`src/sv/lfu_pkg.sv`:
```
// Shared constants and types for the LFU slot replacement block.
`default_nettype none

package lfu_pkg;

   localparam int SLOTS_DEF   = 16;
   localparam int ID_BITS_DEF = 8;

   localparam int                USE_W   = 16;
   localparam logic [USE_W-1:0]  USE_MAX = 16'hFFFF;
   localparam logic [USE_W-1:0]  USE_ONE = 16'd1;

   localparam int OUT_ID_W = 8;

   localparam int               LIM_W   = 5;
   localparam logic [LIM_W-1:0] LIM_RST = 5'd16;

   localparam int   CSR_AW         = 3;
   localparam int   CSR_DW         = 32;
   localparam logic CSR_IDX_LIMIT  = 1'b0;

   localparam logic FUNC_REF  = 1'b0;
   localparam logic FUNC_LIST = 1'b1;

   typedef enum logic [2:0] {
      ST_IDLE,
      ST_SCAN,
      ST_DECIDE,
      ST_AGE,
      ST_LIST,
      ST_EMIT
   } lfu_state_type;

   typedef struct packed {
      logic vld;
      logic first;
      logic has_prev;
   } sel_ctl_type;

endpackage

`default_nettype wire

```
`src/sv/lfu_mem.sv`:
```
// Single-port-write, single-port-read slot memory with registered read data.
`default_nettype none

module lfu_mem #(
   parameter  int DEPTH = 16,
   parameter  int WIDTH = 8,
   localparam int AW    = (DEPTH > 1) ? $clog2(DEPTH) : 1
) (
   input  wire logic             clock,
   input  wire logic             wr_en,
   input  wire logic [AW-1:0]    wr_addr,
   input  wire logic [WIDTH-1:0] wr_data,
   input  wire logic             rd_en,
   input  wire logic [AW-1:0]    rd_addr,
   output logic      [WIDTH-1:0] rd_data_ff
);

   logic [WIDTH-1:0] mem_ff [DEPTH];

   always_ff @(posedge clock) begin
      if (wr_en) begin
         mem_ff[wr_addr] <= wr_data;
      end
      if (rd_en) begin
         rd_data_ff <= mem_ff[rd_addr];
      end
   end

endmodule

`default_nettype wire

```
`src/sv/lfu_sel.sv`:
```
// Scan accumulator: id match, least-used/oldest victim and next ascending id.
`default_nettype none

module lfu_sel #(
   parameter int ID_W  = 8,
   parameter int AGE_W = 4,
   parameter int IDX_W = 4
) (
   input  wire logic                      clock,
   input  wire logic                      reset,
   input  wire lfu_pkg::sel_ctl_type      ctl,
   input  wire logic [IDX_W-1:0]          idx,
   input  wire logic [ID_W-1:0]           ident,
   input  wire logic [lfu_pkg::USE_W-1:0] uses,
   input  wire logic [AGE_W-1:0]          age,
   input  wire logic [ID_W-1:0]           key,
   input  wire logic [ID_W-1:0]           prev,
   output logic                           match_ff,
   output logic [IDX_W-1:0]               match_idx_ff,
   output logic [lfu_pkg::USE_W-1:0]      match_uses_ff,
   output logic [AGE_W-1:0]               match_age_ff,
   output logic [IDX_W-1:0]               vic_idx_ff,
   output logic [lfu_pkg::USE_W-1:0]      vic_uses_ff,
   output logic [AGE_W-1:0]               vic_age_ff,
   output logic [ID_W-1:0]                vic_ident_ff,
   output logic [ID_W-1:0]                min_ff
);

   logic min_found_ff;
   logic match_in;
   logic min_found_in;
   logic m_hit;
   logic v_take;
   logic n_take;
   logic found_base;
   logic elig;

   always_comb begin
      m_hit        = ctl.vld && (ident == key);
      v_take       = ctl.vld && (ctl.first || (uses < vic_uses_ff) ||
                     ((uses == vic_uses_ff) && (age < vic_age_ff)));
      elig         = !ctl.has_prev || (ident > prev);
      found_base   = ctl.first ? 1'b0 : min_found_ff;
      n_take       = ctl.vld && elig && (!found_base || (ident < min_ff));
      match_in     = match_ff;
      min_found_in = min_found_ff;
      if (ctl.vld) begin
         match_in     = (ctl.first ? 1'b0 : match_ff) | m_hit;
         min_found_in = found_base | n_take;
      end
   end

   always_ff @(posedge clock) begin
      if (reset) begin
         match_ff     <= 1'b0;
         min_found_ff <= 1'b0;
      end else begin
         match_ff     <= match_in;
         min_found_ff <= min_found_in;
      end
   end

   always_ff @(posedge clock) begin
      if (m_hit) begin
         match_idx_ff  <= idx;
         match_uses_ff <= uses;
         match_age_ff  <= age;
      end
      if (v_take) begin
         vic_idx_ff   <= idx;
         vic_uses_ff  <= uses;
         vic_age_ff   <= age;
         vic_ident_ff <= ident;
      end
      if (n_take) begin
         min_ff <= ident;
      end
   end

endmodule

`default_nettype wire

```
`src/sv/lfu_slot_replacement.sv`:
```
// LFU slot replacement top level: control sequencer, register port, result words.
//
// A reference makes one scan of the occupied slots on a hit or a fill (none on an empty
// table) and a second pass on an eviction (one scan for match and victim, one pass that
// rewrites the age ranks). A list op makes one pass over the slots per emitted id; a list
// on an empty table answers with a single last word and no pass. The slot memory has a
// single read port and is read one entry per cycle. busy stays high until the last word
// of an item is out, result words appear for one cycle on rsp_strobe and cannot be held
// off.
`default_nettype none

module lfu_slot_replacement #(
   parameter int SLOTS   = lfu_pkg::SLOTS_DEF,
   parameter int ID_BITS = lfu_pkg::ID_BITS_DEF
) (
   input  wire logic                         clock,
   input  wire logic                         reset,
   input  wire logic                         start,
   output logic                              busy,
   input  wire logic                         req_func,
   input  wire logic [7:0]                   req_ref_id,
   output logic                              rsp_strobe,
   output logic                              rsp_hit,
   output logic                              rsp_evicted,
   output logic [lfu_pkg::OUT_ID_W-1:0]      rsp_evicted_id,
   output logic [lfu_pkg::OUT_ID_W-1:0]      rsp_list_id,
   output logic                              rsp_list_valid,
   output logic                              rsp_last,
   input  wire logic                         psel,
   input  wire logic                         penable,
   input  wire logic                         pwrite,
   input  wire logic [lfu_pkg::CSR_AW-1:0]   paddr,
   input  wire logic [lfu_pkg::CSR_DW-1:0]   pwdata,
   output logic [lfu_pkg::CSR_DW-1:0]        prdata,
   output logic                              pready
);

   localparam int IDX_W  = (SLOTS > 1) ? $clog2(SLOTS) : 1;
   localparam int AGE_W  = IDX_W;
   localparam int CNT_W  = $clog2(SLOTS + 1);
   localparam int CMP_W  = (CNT_W > lfu_pkg::LIM_W) ? CNT_W : lfu_pkg::LIM_W;
   localparam int WORD_W = ID_BITS + lfu_pkg::USE_W + AGE_W;

   lfu_pkg::lfu_state_type state_ff, state_in;

   logic [lfu_pkg::LIM_W-1:0] limit_ff, limit_in;
   logic [ID_BITS-1:0]        key_ff, key_in;
   logic [ID_BITS-1:0]        prev_ff, prev_in;
   logic [CNT_W-1:0]          occ_ff, occ_in;
   logic [CNT_W-1:0]          iss_ff, iss_in;
   logic [CNT_W-1:0]          round_ff, round_in;
   logic                      rvld_ff, rvld_in;
   logic                      rlast_ff, rlast_in;
   logic [IDX_W-1:0]          ridx_ff, ridx_in;

   logic                          stb_ff, stb_in;
   logic                          hit_ff, hit_in;
   logic                          ev_ff, ev_in;
   logic [lfu_pkg::OUT_ID_W-1:0]  evid_ff, evid_in;
   logic [lfu_pkg::OUT_ID_W-1:0]  lid_ff, lid_in;
   logic                          lval_ff, lval_in;
   logic                          last_ff, last_in;

   logic               rd_en;
   logic               wr_en;
   logic [IDX_W-1:0]   wr_addr;
   logic [WORD_W-1:0]  wr_data;
   logic [WORD_W-1:0]  rdata;

   logic [ID_BITS-1:0]         r_ident;
   logic [lfu_pkg::USE_W-1:0]  r_uses;
   logic [AGE_W-1:0]           r_age;

   lfu_pkg::sel_ctl_type       sel_ctl;
   logic                       match;
   logic [IDX_W-1:0]           match_idx;
   logic [lfu_pkg::USE_W-1:0]  match_uses;
   logic [AGE_W-1:0]           match_age;
   logic [IDX_W-1:0]           vic_idx;
   logic [lfu_pkg::USE_W-1:0]  vic_uses;
   logic [AGE_W-1:0]           vic_age;
   logic [ID_BITS-1:0]         vic_ident;
   logic [ID_BITS-1:0]         min_id;

   logic [CMP_W-1:0]           lim_raw;
   logic [CMP_W-1:0]           lim_eff;
   logic                       room;
   logic [lfu_pkg::USE_W-1:0]  uses_inc;
   logic                       csr_wr;

   assign r_ident = rdata[WORD_W-1 -: ID_BITS];
   assign r_uses  = rdata[AGE_W +: lfu_pkg::USE_W];
   assign r_age   = rdata[AGE_W-1:0];

   assign busy = (state_ff != lfu_pkg::ST_IDLE);

   assign pready = 1'b1;
   assign csr_wr = psel && penable && pwrite && pready;
   assign prdata = (paddr[lfu_pkg::CSR_AW-1] == lfu_pkg::CSR_IDX_LIMIT) ?
                   lfu_pkg::CSR_DW'(limit_ff) : '0;

   always_comb begin
      limit_in = limit_ff;
      if (csr_wr && (paddr[lfu_pkg::CSR_AW-1] == lfu_pkg::CSR_IDX_LIMIT)) begin
         limit_in = pwdata[lfu_pkg::LIM_W-1:0];
      end
   end

   always_comb begin
      lim_raw = CMP_W'(limit_ff);
      if (lim_raw == '0) begin
         lim_eff = CMP_W'(1);
      end else if (lim_raw > CMP_W'(SLOTS)) begin
         lim_eff = CMP_W'(SLOTS);
      end else begin
         lim_eff = lim_raw;
      end
      room     = CMP_W'(occ_ff) < lim_eff;
      uses_inc = (match_uses == lfu_pkg::USE_MAX) ? lfu_pkg::USE_MAX :
                 lfu_pkg::USE_W'(match_uses + lfu_pkg::USE_ONE);
   end

   always_comb begin
      rd_en = ((state_ff == lfu_pkg::ST_SCAN) || (state_ff == lfu_pkg::ST_AGE) ||
               (state_ff == lfu_pkg::ST_LIST)) && (iss_ff < occ_ff);
      rvld_in  = rd_en;
      ridx_in  = iss_ff[IDX_W-1:0];
      rlast_in = (CNT_W'(iss_ff + 1'b1) == occ_ff);

      sel_ctl.vld      = rvld_ff && ((state_ff == lfu_pkg::ST_SCAN) ||
                                     (state_ff == lfu_pkg::ST_LIST));
      sel_ctl.first    = (ridx_ff == '0);
      sel_ctl.has_prev = (round_ff != '0);
   end

   always_comb begin
      state_in = state_ff;
      key_in   = key_ff;
      prev_in  = prev_ff;
      occ_in   = occ_ff;
      iss_in   = rd_en ? CNT_W'(iss_ff + 1'b1) : iss_ff;
      round_in = round_ff;
      wr_en    = 1'b0;
      wr_addr  = '0;
      wr_data  = '0;
      stb_in   = 1'b0;
      hit_in   = 1'b0;
      ev_in    = 1'b0;
      evid_in  = '0;
      lid_in   = '0;
      lval_in  = 1'b0;
      last_in  = 1'b0;
      case (state_ff)
         lfu_pkg::ST_IDLE: begin
            if (start) begin
               iss_in   = '0;
               round_in = '0;
               if (req_func == lfu_pkg::FUNC_LIST) begin
                  if (occ_ff == '0) begin
                     stb_in  = 1'b1;
                     last_in = 1'b1;
                  end else begin
                     state_in = lfu_pkg::ST_LIST;
                  end
               end else begin
                  key_in   = ID_BITS'(req_ref_id);
                  state_in = (occ_ff == '0) ? lfu_pkg::ST_DECIDE : lfu_pkg::ST_SCAN;
               end
            end
         end
         lfu_pkg::ST_SCAN: begin
            if (rvld_ff && rlast_ff) begin
               state_in = lfu_pkg::ST_DECIDE;
            end
         end
         lfu_pkg::ST_DECIDE: begin
            if ((occ_ff != '0) && match) begin
               wr_en    = 1'b1;
               wr_addr  = match_idx;
               wr_data  = {key_ff, uses_inc, match_age};
               stb_in   = 1'b1;
               hit_in   = 1'b1;
               last_in  = 1'b1;
               state_in = lfu_pkg::ST_IDLE;
            end else if (room) begin
               wr_en    = 1'b1;
               wr_addr  = occ_ff[IDX_W-1:0];
               wr_data  = {key_ff, lfu_pkg::USE_ONE, AGE_W'(occ_ff)};
               occ_in   = CNT_W'(occ_ff + 1'b1);
               stb_in   = 1'b1;
               last_in  = 1'b1;
               state_in = lfu_pkg::ST_IDLE;
            end else begin
               iss_in   = '0;
               state_in = lfu_pkg::ST_AGE;
            end
         end
         lfu_pkg::ST_AGE: begin
            if (rvld_ff) begin
               if (ridx_ff == vic_idx) begin
                  wr_en   = 1'b1;
                  wr_addr = ridx_ff;
                  wr_data = {key_ff, lfu_pkg::USE_ONE, AGE_W'(occ_ff - 1'b1)};
               end else if (r_age > vic_age) begin
                  wr_en   = 1'b1;
                  wr_addr = ridx_ff;
                  wr_data = {r_ident, r_uses, AGE_W'(r_age - 1'b1)};
               end
               if (rlast_ff) begin
                  stb_in   = 1'b1;
                  ev_in    = 1'b1;
                  evid_in  = lfu_pkg::OUT_ID_W'(vic_ident);
                  last_in  = 1'b1;
                  state_in = lfu_pkg::ST_IDLE;
               end
            end
         end
         lfu_pkg::ST_LIST: begin
            if (rvld_ff && rlast_ff) begin
               state_in = lfu_pkg::ST_EMIT;
            end
         end
         lfu_pkg::ST_EMIT: begin
            stb_in   = 1'b1;
            lid_in   = lfu_pkg::OUT_ID_W'(min_id);
            lval_in  = 1'b1;
            last_in  = (CNT_W'(round_ff + 1'b1) == occ_ff);
            prev_in  = min_id;
            round_in = CNT_W'(round_ff + 1'b1);
            iss_in   = '0;
            state_in = last_in ? lfu_pkg::ST_IDLE : lfu_pkg::ST_LIST;
         end
         default: begin
            state_in = lfu_pkg::ST_IDLE;
         end
      endcase
   end

   always_ff @(posedge clock) begin
      if (reset) begin
         state_ff <= lfu_pkg::ST_IDLE;
         limit_ff <= lfu_pkg::LIM_RST;
         occ_ff   <= '0;
         iss_ff   <= '0;
         round_ff <= '0;
         rvld_ff  <= 1'b0;
         stb_ff   <= 1'b0;
      end else begin
         state_ff <= state_in;
         limit_ff <= limit_in;
         occ_ff   <= occ_in;
         iss_ff   <= iss_in;
         round_ff <= round_in;
         rvld_ff  <= rvld_in;
         stb_ff   <= stb_in;
      end
   end

   always_ff @(posedge clock) begin
      key_ff   <= key_in;
      prev_ff  <= prev_in;
      ridx_ff  <= ridx_in;
      rlast_ff <= rlast_in;
      hit_ff   <= hit_in;
      ev_ff    <= ev_in;
      evid_ff  <= evid_in;
      lid_ff   <= lid_in;
      lval_ff  <= lval_in;
      last_ff  <= last_in;
   end

   assign rsp_strobe     = stb_ff;
   assign rsp_hit        = hit_ff;
   assign rsp_evicted    = ev_ff;
   assign rsp_evicted_id = evid_ff;
   assign rsp_list_id    = lid_ff;
   assign rsp_list_valid = lval_ff;
   assign rsp_last       = last_ff;

   lfu_mem #(
      .DEPTH (SLOTS),
      .WIDTH (WORD_W)
   ) u_mem (
      .clock      (clock),
      .wr_en      (wr_en),
      .wr_addr    (wr_addr),
      .wr_data    (wr_data),
      .rd_en      (rd_en),
      .rd_addr    (iss_ff[IDX_W-1:0]),
      .rd_data_ff (rdata)
   );

   lfu_sel #(
      .ID_W  (ID_BITS),
      .AGE_W (AGE_W),
      .IDX_W (IDX_W)
   ) u_sel (
      .clock         (clock),
      .reset         (reset),
      .ctl           (sel_ctl),
      .idx           (ridx_ff),
      .ident         (r_ident),
      .uses          (r_uses),
      .age           (r_age),
      .key           (key_ff),
      .prev          (prev_ff),
      .match_ff      (match),
      .match_idx_ff  (match_idx),
      .match_uses_ff (match_uses),
      .match_age_ff  (match_age),
      .vic_idx_ff    (vic_idx),
      .vic_uses_ff   (vic_uses),
      .vic_age_ff    (vic_age),
      .vic_ident_ff  (vic_ident),
      .min_ff        (min_id)
   );

endmodule

`default_nettype wire

```
`config.mk`:
```
export PLATFORM = sky130hd
export DESIGN_NAME = lfu_slot_replacement
export DESIGN_NICKNAME = d
export VERILOG_FILES = /design/src/sv/lfu_pkg.sv /design/src/sv/lfu_mem.sv /design/src/sv/lfu_sel.sv /design/src/sv/lfu_slot_replacement.sv
export SDC_FILE = /design/constraint.sdc
export NUM_CORES = 1
export LEC_CHECK = 0
export BUFFER_PORTS_ARGS = -buffer_cell sky130_fd_sc_hd__buf_2
export CAP_MARGIN = 10
export CORE_AREA = 2 2 206 229
export DETAILED_ROUTE_END_ITERATION = 16
export DIE_AREA = 0 0 208 231
export GPL_TIMING_DRIVEN = 0
export PLACE_DENSITY_LB_ADDON = 0.15
export SETUP_SLACK_MARGIN = 0.5
export SKIP_CTS_REPAIR_TIMING = 1
export SYNTH_ARGS = -nofsm -noshare
export SYNTH_HDL_FRONTEND = slang
export SYNTH_HIERARCHICAL = 1
export SYNTH_SLANG_ARGS = --single-unit
```
`constraint.sdc`:
```
create_clock -name clock -period 4.7 [get_ports clock]
set_clock_uncertainty 0.1 [all_clocks]
set_input_delay 0.705 -clock clock [delete_from_list [all_inputs] [get_ports clock]]
set_output_delay 0.705 -clock clock [all_outputs]
set_load 0.005 [all_outputs]
```
* Word-level counts from Yosys, hierarchy flattened
Memories as Yosys holds them, arrays and structs flattened. A register that Yosys moved wholly into a read port is not among the register bits. Cells that the tools add are included.
Storage, ports and cells: register bits 132, RAM bits 448, bits of input ports 50, logic and storage cells 152, memories 1
Cells by class: add/sub/neg operators 6, magnitude comparators 8, eq/ne operators 17, mux-type cells 54, bitwise gates (word level) 5, reduce and logical (&&, ||, !) cells 34
Memory list:
- u_mem.mem_ff | depth 16, bits a word 28, rd ports 1, clocked after Yosys merged registers in 1, wr ports 1, RTL line lfu_mem.sv:18 | logic [WIDTH-1:0] mem_ff [DEPTH];
Operators by type and width (count):
- two-way mux 28 bit | 5
- one-hot mux 28 bit (2 select lines) | 1
- two-way mux 5 bit | 8
- two-way mux 3 bit | 8
- two-way mux 4 bit | 5
- one-hot mux 3 bit (6 select lines) | 1
- adder 16 x 1 -> 16 bit (second input constant) | 1
- == test 16 bit | 1
- == test 16 bit (second input constant) | 1
- less-than comparator 16 bit | 1
- two-way mux 1 bit | 16
- two-way mux 16 bit | 1
- adder 5 x 1 -> 5 bit (second input constant) | 3
- one-hot mux 5 bit (3 select lines) | 1
- logical AND 1 bit | 12
- == test 5 bit | 2
- logical NOT 5 bit | 2
- less-than comparator 5 bit | 2
- one-hot mux 5 bit (2 select lines) | 1
- nonzero test 5 bit | 2
- AND reduction 3 bit | 3
- == test 8 bit | 1
- greater-than comparator 8 bit | 1
- less-than comparator 8 bit | 1
- other kinds (25) | 44

* Logic depth before layout (Yosys ltp)
Gate-level depths: netlist of run 1.
depth after elaboration 9, depth in mapped cells 12, gate-level depth less buffers 10

* By module
The synthesis of run 1 kept the hierarchy.
Modules (own cells, without submodules):
- lfu_mem | instances 1, cells an instance 735, area each 17814.6 um^2
- lfu_slot_replacement | instances 1, cells an instance 470, area each 4141.5 um^2
- lfu_sel | instances 1, cells an instance 208, area each 2964.1 um^2

* Worst setup path before layout of run 1
No wires, ideal clock.
path type reg-to-reg, start point register occ_ff[1], end point memory u_mem/mem_ff[0][0] (netlist name) (enable), setup time 448 ps, arrival 4532 ps, required time 4152 ps, slack -380 ps, cell stages (with the launch flop) 13, buffers on the path 2, clock period less this slack 5080 ps, cell sequence dfxtp_1 -> clkbuf_1 -> inv_1 -> ha_1 -> or4b_4 -> and2_1 -> nand3_1 -> inv_2 -> a21oi_2 -> buf_2 -> o22ai_1 -> or3b_2 -> nor3_1
On the way: elaborated cells on any way between the ends 11
RTL lines:
- start, declared | RTL line lfu_slot_replacement.sv:49 | logic [CNT_W-1:0] occ_ff, occ_in;
- start signal, assigned | RTL line lfu_slot_replacement.sv:251 | occ_ff <= occ_in;
- less-than comparator 5 bit / nonzero test 5 bit (equally long branches) | RTL line lfu_slot_replacement.sv:118, lfu_slot_replacement.sv:177
- two-way mux 4 bit / logical AND 1 bit (equally long branches) | RTL line lfu_slot_replacement.sv:185, lfu_slot_replacement.sv:177
- two-way mux 4 bit (*) | RTL line lfu_slot_replacement.sv:177 | if ((occ_ff != '0) && match) begin
- one-hot mux 4 bit (2 select lines) (*) | RTL line lfu_slot_replacement.sv:153 | case (state_ff)
- net wr_addr[2] | RTL line lfu_slot_replacement.sv:66 | logic [IDX_W-1:0] wr_addr;
- end, declared | RTL line lfu_mem.sv:18
Mark *: on every way through the listed nets, which the timed path passes. The rest lies on a longest branch.

* Final worst setup path of run 1
start point register occ_ff[1], end point memory u_mem/mem_ff[4][18] (netlist name) (enable)
Same word-level chain as after synthesis.

==> summary.txt, run 1 <==
Synthesis
  • Synth area leaders: edfxtp_1 67%, mux4_2 8.5%, dfxtp_1 4.2%
  • Seq/Total Area, Yosys: 71.2%
  • Yosys top cell by area: edfxtp_1
  • Main flop type after synthesis: edfxtp_1
  • Synth Cell Area: 24900 sq um
  • #FFs+latches synth: 608
  • Commonest cells post-synth: 556 x edfxtp_1, 94 x mux4_2, 64 x inv_1
  • Post-synth top area share: 67.0%
  • Count leader, synth: edfxtp_1
  • Number of flops mapped to enable cells by yosys: 556
  • Synth Warn #: 6
  • Async set-reset flop share out of synthesis: 0%
  • Avg Cell Area, Syn: 17.6 sq um
  • Yosys cell types: 72
  • Synthesized instance count: 1413

Timing
  • # setup viols final: 0
  • Hold Fails Final Rpt: 0
  • Fmax achieved: 247 MHz
  • WHS: 164 ps
  • Crit share post-route: 86.2%
  • Slew headroom: 21.8%
  • Max-slew violations: 0
  • Slack of the critical path: 649 ps
  • Slew @ Worst Pin: 1170 ps
  • RSZ-0062 raised after global routing: no
  • Minimum clock period: 4050 ps

Floorplan
  • Starting Density: 54.3%
  • Core ar.: 45900 sq um
  • Die Wd: 208 um
  • Rows: 83
  • Total die area: 48000 sq um
  • Die height: 231 um
  • IO Pins: 105

Critical path
  • Worst Path Arrival: 4270 ps
  • Critical path type: flop to flop
  • Worst path max stage delay: 520 ps
  • Critical path endpoint category: flop
  • CP Launch Type: flop
  • Cell Chain, Critical Path: clkbuf_1, inv_2, ha_1, or4b_4, and2_1, nand3_2, inv_2, a21oi_4, buf_6, o22ai_1, nand3b_1, buf_4, nor3_4, buf_16, buf_16
  • Critical-path maximum fanout: 13
  • Data required, critical path: 4920 ps
  • Worst path slowest cell: or4b_4

Power
  • Maximum vdd drop: 285 uV
  • Pwr dens: 371 nW/um^2
  • Static Leak: 10.5 nW
  • Overall Power: 10.8 mW

Layout
  • Cell Count, Final, Fillers Out: 2239
  • Synthesis-to-layout area growth: 16.4%
  • Antenna cells: 0
  • FILL cells: 3189
  • Core Util, Final: 63.2%
  • Layout cells sized above 1: 22.1%
  • Final nets: 1704

Detailed routing
  • First-pass DRT Iterations: 7
  • Post-route ant nets: 0
  • Vias per cell: 6.03
  • DRC viols: 0
  • WL final: 56500 um
  • Via count: 13496
  • Wire length per cell: 25.2 um
  • DRT iter0 DRCs: 1389

GRT
  • Vias in the first global route: 13484
  • Initial antenna violation count: 0
  • Largest net degree at the start of global routing: 23
  • GRT Util Overall: 23.3%
  • GR Overflow Total: 0
  • First-pass GRT wire length: 82800 um

CTS
  • Clock slew at reported path FFs: 60 ps
  • CTS buffer count: 60
  • Worst-Skew Late Latency: 620 ps
  • CTS tree: yes
  • Max clock buf depth: 3
  • Clk root buf: clkbuf_16
  • Clk sinks: 608
  • CTS HTree Levels: 2

Placed design
  • Placed Cells: 2108
  • Post-DP HPWL: 35700 um
  • Port Buf Inserts: 47
  • Routability cong.: 0.865
  • Pre-CTS setup slack: -426 ps

Hold path
  • HP Class: input port to flop

Run status
  • Status: completed

Flow run
  • Max-Cap Viols: 0
-- worst max-delay path: cells and delay by family (launching register included) --
kind                       cells  cell delay, ps
buffers and inverters          7            1290
DFF                            1             330
adders and majority gates      1             170
and+or+nand+nor                5            1440
AOI/OAI and AO/OA              2             390
-- logic make-up after synthesis --
logic type	after synthesis	synth area share, %
muxes	121	10.8
buffers and inverters	149	3.27
xor gates and xnor gates	35	1.23
adders and majority gates	55	2.76
other	2	0.0301
and+or+nand+nor	232	4.88
DFF	608	71.2
AOI/OAI and AO/OA	211	5.89
-- cells in the final DEF, fill, tap and decap left out, types with 28 or more instances in the layout --
cell type  count
a21oi_1       50
a22oi_1       57
buf_2         57
buf_4         43
clkbuf_1      45
clkbuf_16     62
conb_1        28
dfxtp_1       52
edfxtp_1     556
ha_1          55
inv_1         63
mux4_2        94
nand2_1       57
nor2_1        39
-- per-stage QoR --
stage                     TNS [ps]  instance area [sq um]
after floorplan                  0                  25000
after global placement     -727250                  26000
after detailed placement    -89700                  26700
after CTS                  -102660                  28600
after global routing             0                  29000
final                            0                  29000
-- area by class of cell --
type / count / area (sq um) / area share [%]
plain buffers: 84 / 578 / 1.99
clock buffers: 80 / 1670 / 5.75
clock inverters: 27 / 245 / 0.845
inverters: 65 / 244 / 0.841
multi-input cells: 682 / 6650 / 22.9
flip-flops and latches: 608 / 17700 / 61.1
well taps: 595 / 744 / 2.57
repair buffers: 98 / 1140 / 3.92
-- power breakdown --
group	total [mW]	internal, mW	switching (mW)
combinational	0.218	0.0961	0.122
sequential	5.87	5.86	0.0168
clock	4.67	2.70	1.98
total	10.8	8.65	2.11
-- flip-flops by register name, indices dropped and copies added (netlist names), 5 cells and up --
signal and cells:
rsp_list_id 8, lim_raw 5, prev_ff 8, u_sel/vic_uses_ff 16, u_sel/vic_ident_ff 8, occ_ff 5
iss_ff 5, u_mem/rd_data_ff 28, round_ff 5, u_mem/mem_ff 448, rsp_evicted_id 8, key_ff 8
u_sel/min_ff 8, u_sel/match_uses_ff 16
-- layer usage --
metal	track usage (%)	part of all wire, %	vias to the layer above
li1	-	-	5963
met1	30.3	40	6902
met2	39.5	51	512
met4	8.36	3.6	0
met5	0	0	-
met3	4.35	6.3	119
-- final timing paths --
check	from	end	slack [ps]	cells after the start
setup / recovery	occ_ff[1]	u_mem/mem_ff[4][18]	650	15
hold / removal	req_ref_id[0]	key_ff[0]	160	1
setup reg to reg	occ_ff[1]	u_mem/mem_ff[4][18]	650	15
hold reg to reg	iss_ff[0]	ridx_ff[0]	320	0
No activity file was read; power rests on OpenSTA's default activity.
==> run 2: changes to the inputs <==
--- a/config.mk
+++ b/config.mk
@@ -5,11 +5,12 @@
 export SDC_FILE = /design/constraint.sdc
 export NUM_CORES = 1
 export LEC_CHECK = 0
+export ABC_AREA = 1
 export BUFFER_PORTS_ARGS = -buffer_cell sky130_fd_sc_hd__buf_2
 export CAP_MARGIN = 10
-export CORE_AREA = 2 2 206 229
+export CORE_AREA = 2 2 214 237
 export DETAILED_ROUTE_END_ITERATION = 16
-export DIE_AREA = 0 0 208 231
+export DIE_AREA = 0 0 216 239
 export GPL_TIMING_DRIVEN = 0
 export PLACE_DENSITY_LB_ADDON = 0.15
 export SETUP_SLACK_MARGIN = 0.5
==> run 2 against run 1 <==
Against the previous run: clock power barely moved; count of clock-buffer cells in the layout grew 3; critical path type unchanged; final cell count grew 59%; via count rose by 43%; combinational power grew to 5.0 times the previous value; area after synthesis increased by 9.8%; design area rose by 7.1%; sequential share of layout area down 4.1 points; sequential power is 4.3% higher; synthesized cell count grew 91%.
==> summary.txt, run 2 <==
CTS
  • Clock slew at reported path FFs: 60 ps
  • Worst-Skew Late Latency: 640 ps
  • CTS buffer count: 60
  • Clk sinks: 608
  • Clk root buf: clkbuf_16
  • CTS tree: yes
  • Max clock buf depth: 3
  • CTS HTree Levels: 2

Hold path
  • HP Class: input port to flop
  • Worst hold path cell count: 1
  • Hold_sp: req_ref_id[7]
  • Worst Hold End: key_ff[7]

Detailed routing
  • Wire length per cell: 21.0 um
  • Vias per cell: 5.40
  • Via count: 19298
  • First-pass DRT Iterations: 5
  • DRT iter0 DRCs: 2059
  • Post-route ant nets: 0
  • DRC viols: 0
  • WL final: 74900 um

Synthesis
  • Commonest cells post-synth: 796 x nand2_1, 556 x edfxtp_1, 464 x inv_1
  • Synthesized instance count: 2703
  • Yosys cell types: 47
  • Count leader, synth: nand2_1
  • Main flop type after synthesis: edfxtp_1
  • Number of flops mapped to enable cells by yosys: 556
  • #FFs+latches synth: 608
  • Synth area leaders: edfxtp_1 61%, nand2_1 11%, nand3_1 6.7%
  • Seq/Total Area, Yosys: 64.8%
  • Async set-reset flop share out of synthesis: 0%
  • Avg Cell Area, Syn: 10.1 sq um
  • Synth Cell Area: 27400 sq um
  • Post-synth top area share: 61.0%
  • Synth Warn #: 6
  • Yosys top cell by area: edfxtp_1

Placed design
  • Post-DP HPWL: 50800 um
  • Routability cong.: 0.873
  • Port Buf Inserts: 47
  • Placed Cells: 3455

Floorplan
  • Die Wd: 216 um
  • Rows: 86
  • Starting Density: 55.3%
  • Total die area: 51600 sq um
  • Die height: 239 um
  • Core ar.: 49500 sq um
  • IO Pins: 105

GRT
  • Initial antenna violation count: 0
  • Vias in the first global route: 18670
  • First-pass GRT wire length: 112000 um
  • Largest net degree at the start of global routing: 35
  • GR Overflow Total: 0
  • GRT Util Overall: 29.3%

Critical path
  • R2r setup slk: 1040 ps
  • Data required, critical path: 4930 ps
  • Launching point of the worst reg2reg path: lim_raw[2]
  • Critical path endpoint category: flop
  • Critical-path maximum fanout: 16
  • Critical path type: flop to flop
  • Worst R2R End: u_mem/mem_ff[4][22]
  • Worst Path Arrival: 3890 ps
  • CP Launch Type: flop
  • R2R depth: 15
  • Beginning of the critical path: lim_raw[2]

Timing
  • Slew headroom: 16.8%
  • WHS: 150 ps
  • Crit share post-route: 77.9%
  • Fmax achieved: 273 MHz
  • Minimum clock period: 3660 ps
  • Hold Fails Final Rpt: 0
  • Max-slew violations: 0
  • # setup viols final: 0
  • Slew @ Worst Pin: 1240 ps
  • RSZ-0062 raised after global routing: no

Layout
  • Most common cell after layout, fill and taps aside: nand2_1
  • Synthesis-to-layout area growth: 13.5%
  • Largest registers: u_mem/mem_ff x448, u_mem/rd_data_ff x28
  • Layout cells sized above 1: 10.9%
  • Max reg flops: 448
  • Cell Count, Final, Fillers Out: 3571
  • Biggest register: u_mem/mem_ff
  • Final nets: 2966
  • Antenna cells: 0
  • Most frequent cells in the layout: 796 x nand2_1, 556 x edfxtp_1, 463 x inv_1

Power
  • Psw: 2.88 mW
  • Combinational Power Share: 9.2%
  • Maximum vdd drop: 290 uV
  • Flop pwr share: 51.4%
  • Clk pwr share: 39.4%
  • Static Leak: 13.7 nW
  • Int Pwr: 9.03 mW
  • Sw Share: 24.2%
  • Pwr dens: 383 nW/um^2

Run status
  • Status: completed

Flow run
  • Max-Cap Viols: 0
==> run 2: stage by stage <==
step	power [mW]	utilization, %	instance area [sq um]	setup WS, ps	TNS [ps]
2_1_floorplan	6.89	-	27500	1200	0
3_3_place_gp	7.26	57.6	28500	-535	-175550
3_5_place_dp	7.31	58.9	29100	1060	0
4_1_cts	11.9	62.7	31000	1050	0
5_1_grt	12.3	62.8	31100	798	0
6_report	11.9	62.8	31100	1040	0
==> run 2: cell families (layout without fill, tap and decap cells) <==
family,count (synthesis),count (layout),share of synthesized area (%)
other,2,28,0.0274
AO/OA/AOI/OAI,110,110,2.32
adder cells (fa/ha/maj),55,55,2.51
AND/OR/NAND/NOR,1297,1297,20.1
buffers and inverters,604,786,9.32
flip-flops,608,608,64.8
XOR/XNOR,27,27,0.864
==> run 2: how the worst max path moves through the flow <==
stage                                endpoint  slack (ps)  cells past startpoint
after floorplan           u_mem/mem_ff[10][0]        1200                     14
after global placement    u_mem/mem_ff[7][16]        -540                     14
after detailed placement  u_mem/mem_ff[4][20]        1060                     15
after CTS                 u_mem/mem_ff[4][16]        1050                     15
after global routing      u_mem/mem_ff[4][22]         800                     15
final                     u_mem/mem_ff[4][22]        1040                     15
==> run 2: cell type report <==
class | instances | area, sq um
Clock buffer | 83 | 1650
Inverter | 476 | 1790
Tap cell | 660 | 826
Multi-Input combinational cell | 1517 | 7300
Buffer | 128 | 762
Timing Repair Buffer | 70 | 748
Sequential cell | 608 | 17700
Fill cell | 3955 | 18400
Clock inverter | 29 | 254
==> run 2: metal layers <==
metal  track usage (%)  routed length, um  vias up
met4              15.5               4110        0
met3              4.64               6590      220
met1              36.5              27800     9136
met2              49.6              36300      893
li1                  -                  -     9049
met5                 0                  0        -
==> run 2: power by group through the flow <==
stage | clock network, mW | logic (mW) | registers [mW]
6_report | 4.69 | 1.10 | 6.12
5_1_grt | 4.93 | 1.21 | 6.13
4_1_cts | 4.73 | 1.09 | 6.12
3_5_place_dp | 0 | 1.08 | 6.23
3_3_place_gp | 0 | 1.03 | 6.24
2_1_floorplan | 0 | 0.685 | 6.20
==> run 2: critical path: stages (launching register included) <==
cell and delay (ps):
dfxtp_1 310, inv_1 90, nand4_1 120, nand2_1 120
nand2_1 70, ha_1 280, a21oi_1 120, nor2_1 60
nor3_1 140, nand2_1 150, nand2_2 190, nand2_2 150
nand2_1 190, nand3b_1 340, nor2_4 650, buf_16 250
==> run 3: changes to the inputs <==
--- a/config.mk
+++ b/config.mk
@@ -8,9 +8,9 @@
 export ABC_AREA = 1
 export BUFFER_PORTS_ARGS = -buffer_cell sky130_fd_sc_hd__buf_2
 export CAP_MARGIN = 10
-export CORE_AREA = 2 2 214 237
+export CORE_AREA = 2 2 212 235
 export DETAILED_ROUTE_END_ITERATION = 16
-export DIE_AREA = 0 0 216 239
+export DIE_AREA = 0 0 214 237
 export GPL_TIMING_DRIVEN = 0
 export PLACE_DENSITY_LB_ADDON = 0.15
 export SETUP_SLACK_MARGIN = 0.5
==> constraint.sdc (replaced) <==
create_clock -name clock -period 3.4 [get_ports clock]
set_clock_uncertainty 0.1 [all_clocks]
set_input_delay 0.51 -clock clock [delete_from_list [all_inputs] [get_ports clock]]
set_output_delay 0.51 -clock clock [all_outputs]
set_load 0.005 [all_outputs]
==> run 3 against run 2 <==
Against the previous run: count of clock-buffer cells in the layout fell by 14; utilization increased by 3.4 points; flip-flop and latch count did not move; die area decreased by 1.8%; total power increased by 39%; sequential share of layout area is 1.7 points lower; highest routed layer unchanged; sequential power increased by 38%; critical path type unchanged; hold slack got worse by 130 ps; via count increased by 3.4%; first-iteration DRC count is 6.8% higher.
==> summary.txt, run 3 (synthesis gave the netlist of run 2 again) <==
Floorplan
  • Die height: 237 um
  • Starting Density: 56.5%
  • IO Pins: 105
  • Core ar.: 48400 sq um
  • Rows: 85
  • Total die area: 50700 sq um
  • Die Wd: 214 um

Hold path
  • HP Class: input port to flop
  • Hold_sp: pwdata[4]

Layout
  • Multi-input combinational cell area: 7550 sq um
  • Max reg flops: 448
  • FILL cells: 3626
  • Sequential cell area: 17700 sq um
  • Largest registers: u_mem/mem_ff x448, u_mem/rd_data_ff x28
  • Synthesis-to-layout area growth: 17.0%
  • Final nets: 3025
  • Most common cell after layout, fill and taps aside: nand2_1
  • Core Util, Final: 66.2%
  • Antenna cells: 0
  • Cell Count, Final, Fillers Out: 3616
  • Fin area: 32000 sq um
  • Most frequent cells in the layout: 779 x nand2_1, 556 x edfxtp_1, 455 x inv_1
  • Biggest register: u_mem/mem_ff
  • Layout cells sized above 1: 13.9%

Placed design
  • Pre-CTS setup slack: -354 ps
  • Port Buf Inserts: 47
  • Placed inst area: 29000 sq um
  • Post-DP HPWL: 49700 um
  • Routability cong.: 0.917
  • Placed Cells: 3445

Timing
  • Fmax achieved: 329 MHz
  • Hold Fails Final Rpt: 0
  • Slew headroom: 30.6%
  • RSZ-0062 raised after global routing: yes
  • WHS: 17.9 ps
  • Minimum clock period: 3040 ps
  • Setup TNS Final: 0 ps
  • Max-slew violations: 0
  • Slew @ Worst Pin: 1040 ps
  • Slack of the critical path: 357 ps
  • Crit share post-route: 89.5%
  • # setup viols final: 0

Power
  • Pwr dens: 516 nW/um^2
  • Flop pwr share: 51.2%
  • Maximum vdd drop: 440 uV
  • Static Leak: 14.1 nW
  • Sw Share: 24.3%
  • Combinational Power Share: 9.8%
  • Int Pwr: 12.5 mW
  • Overall Power: 16.5 mW
  • Clk pwr share: 39.0%
  • Psw: 4.02 mW

GRT
  • Vias in the first global route: 18500
  • GR Overflow Total: 0
  • GRT Util Overall: 29.0%
  • First-pass GRT wire length: 109000 um
  • Largest net degree at the start of global routing: 35
  • Initial antenna violation count: 0

CTS
  • Max clock buf depth: 3
  • Clock slew at reported path FFs: 60 ps
  • CTS buffer count: 59
  • Clk sinks: 608
  • CTS tree: yes
  • CTS HTree Levels: 2
  • Clk root buf: clkbuf_16
  • Worst-Skew Late Latency: 630 ps

Critical path
  • Worst Path Arrival: 3260 ps
  • CP Launch Type: flop
  • Critical-path maximum fanout: 15
  • Worst R2R End: u_mem/mem_ff[5][11]
  • Worst setup path endpoint: u_mem/mem_ff[5][11]
  • R2r setup slk: 360 ps
  • Cell Chain, Critical Path: inv_2, nand4_1, nand2_2, nand2_1, ha_1, nand2_2, nor2_1, nor3_2, nand2_2, nand2_4, o2111ai_4, nand2_4, nand3b_1, buf_6, nor2_4, buf_12, buf_16
  • Beginning of the critical path: lim_raw[1]
  • Worst path max stage delay: 330 ps
  • Worst path slowest cell: dfxtp_2
  • R2R depth: 17
  • Top cell by count, worst path: nand2_2
  • Launching point of the worst reg2reg path: lim_raw[1]
  • Critical path endpoint category: flop
  • Data required, critical path: 3620 ps
  • Critical path type: flop to flop

Flow run
  • Max-Cap Viols: 0

Detailed routing
  • Post-route ant nets: 0
  • WL final: 78000 um
  • First-pass DRT Iterations: 6
  • DRT iter0 DRCs: 2199
  • Vias per cell: 5.52
  • Wire length per cell: 21.6 um
  • Via count: 19956
  • DRC viols: 0

Run status
  • Status: completed
==> run 3: worst max-delay path, delay by kind of cell (launching register included) <==
family / cells / cell delay [ps]
AND/OR/NAND/NOR: 11 / 1330
buffers and inverters: 4 / 540
flip-flops: 1 / 330
adder cells (fa/ha/maj): 1 / 280
AO/OA/AOI/OAI: 1 / 140
==> run 3: power by group through the flow <==
stage | clock network [mW] | logic [mW] | registers (mW)
detailed placement | 0 | 1.49 | 8.61
CTS | 6.50 | 1.50 | 8.46
finish | 6.44 | 1.63 | 8.46
floorplan | 0 | 0.952 | 8.57
global route | 6.77 | 1.75 | 8.47
global placement | 0 | 1.43 | 8.62
==> run 3: final cells by class <==
| type | count | share of cell area, % |
|---|---|---|
| timing repair buffer | 127 | 4.60 |
| inverter | 476 | 5.60 |
| sequential | 608 | 55.4 |
| buffer | 128 | 2.39 |
| multi-input combinational | 1520 | 23.6 |
| tap | 652 | 2.55 |
| clock inverter | 36 | 0.942 |
| clock buffer | 69 | 4.92 |
==> run 3: worst min path at each step <==
stage | cells past startpoint | to
after floorplan | 0 | ridx_ff[1]
after global placement | 2 | rsp_evicted_id[2]
after detailed placement | 0 | ridx_ff[1]
after CTS | 1 | key_ff[0]
after global routing | 3 | lim_raw[4]
final | 3 | lim_raw[4]
==> run 3: routing by layer <==
layer  vias to the layer above  routed length, um  global-route usage (%)
li1                       9156                  -                       -
met1                      9478              28000                    35.7
met2                      1109              38200                    50.8
met3                       213               8240                    4.55
met4                         0               3590                    12.3
met5                         -                  0                       0
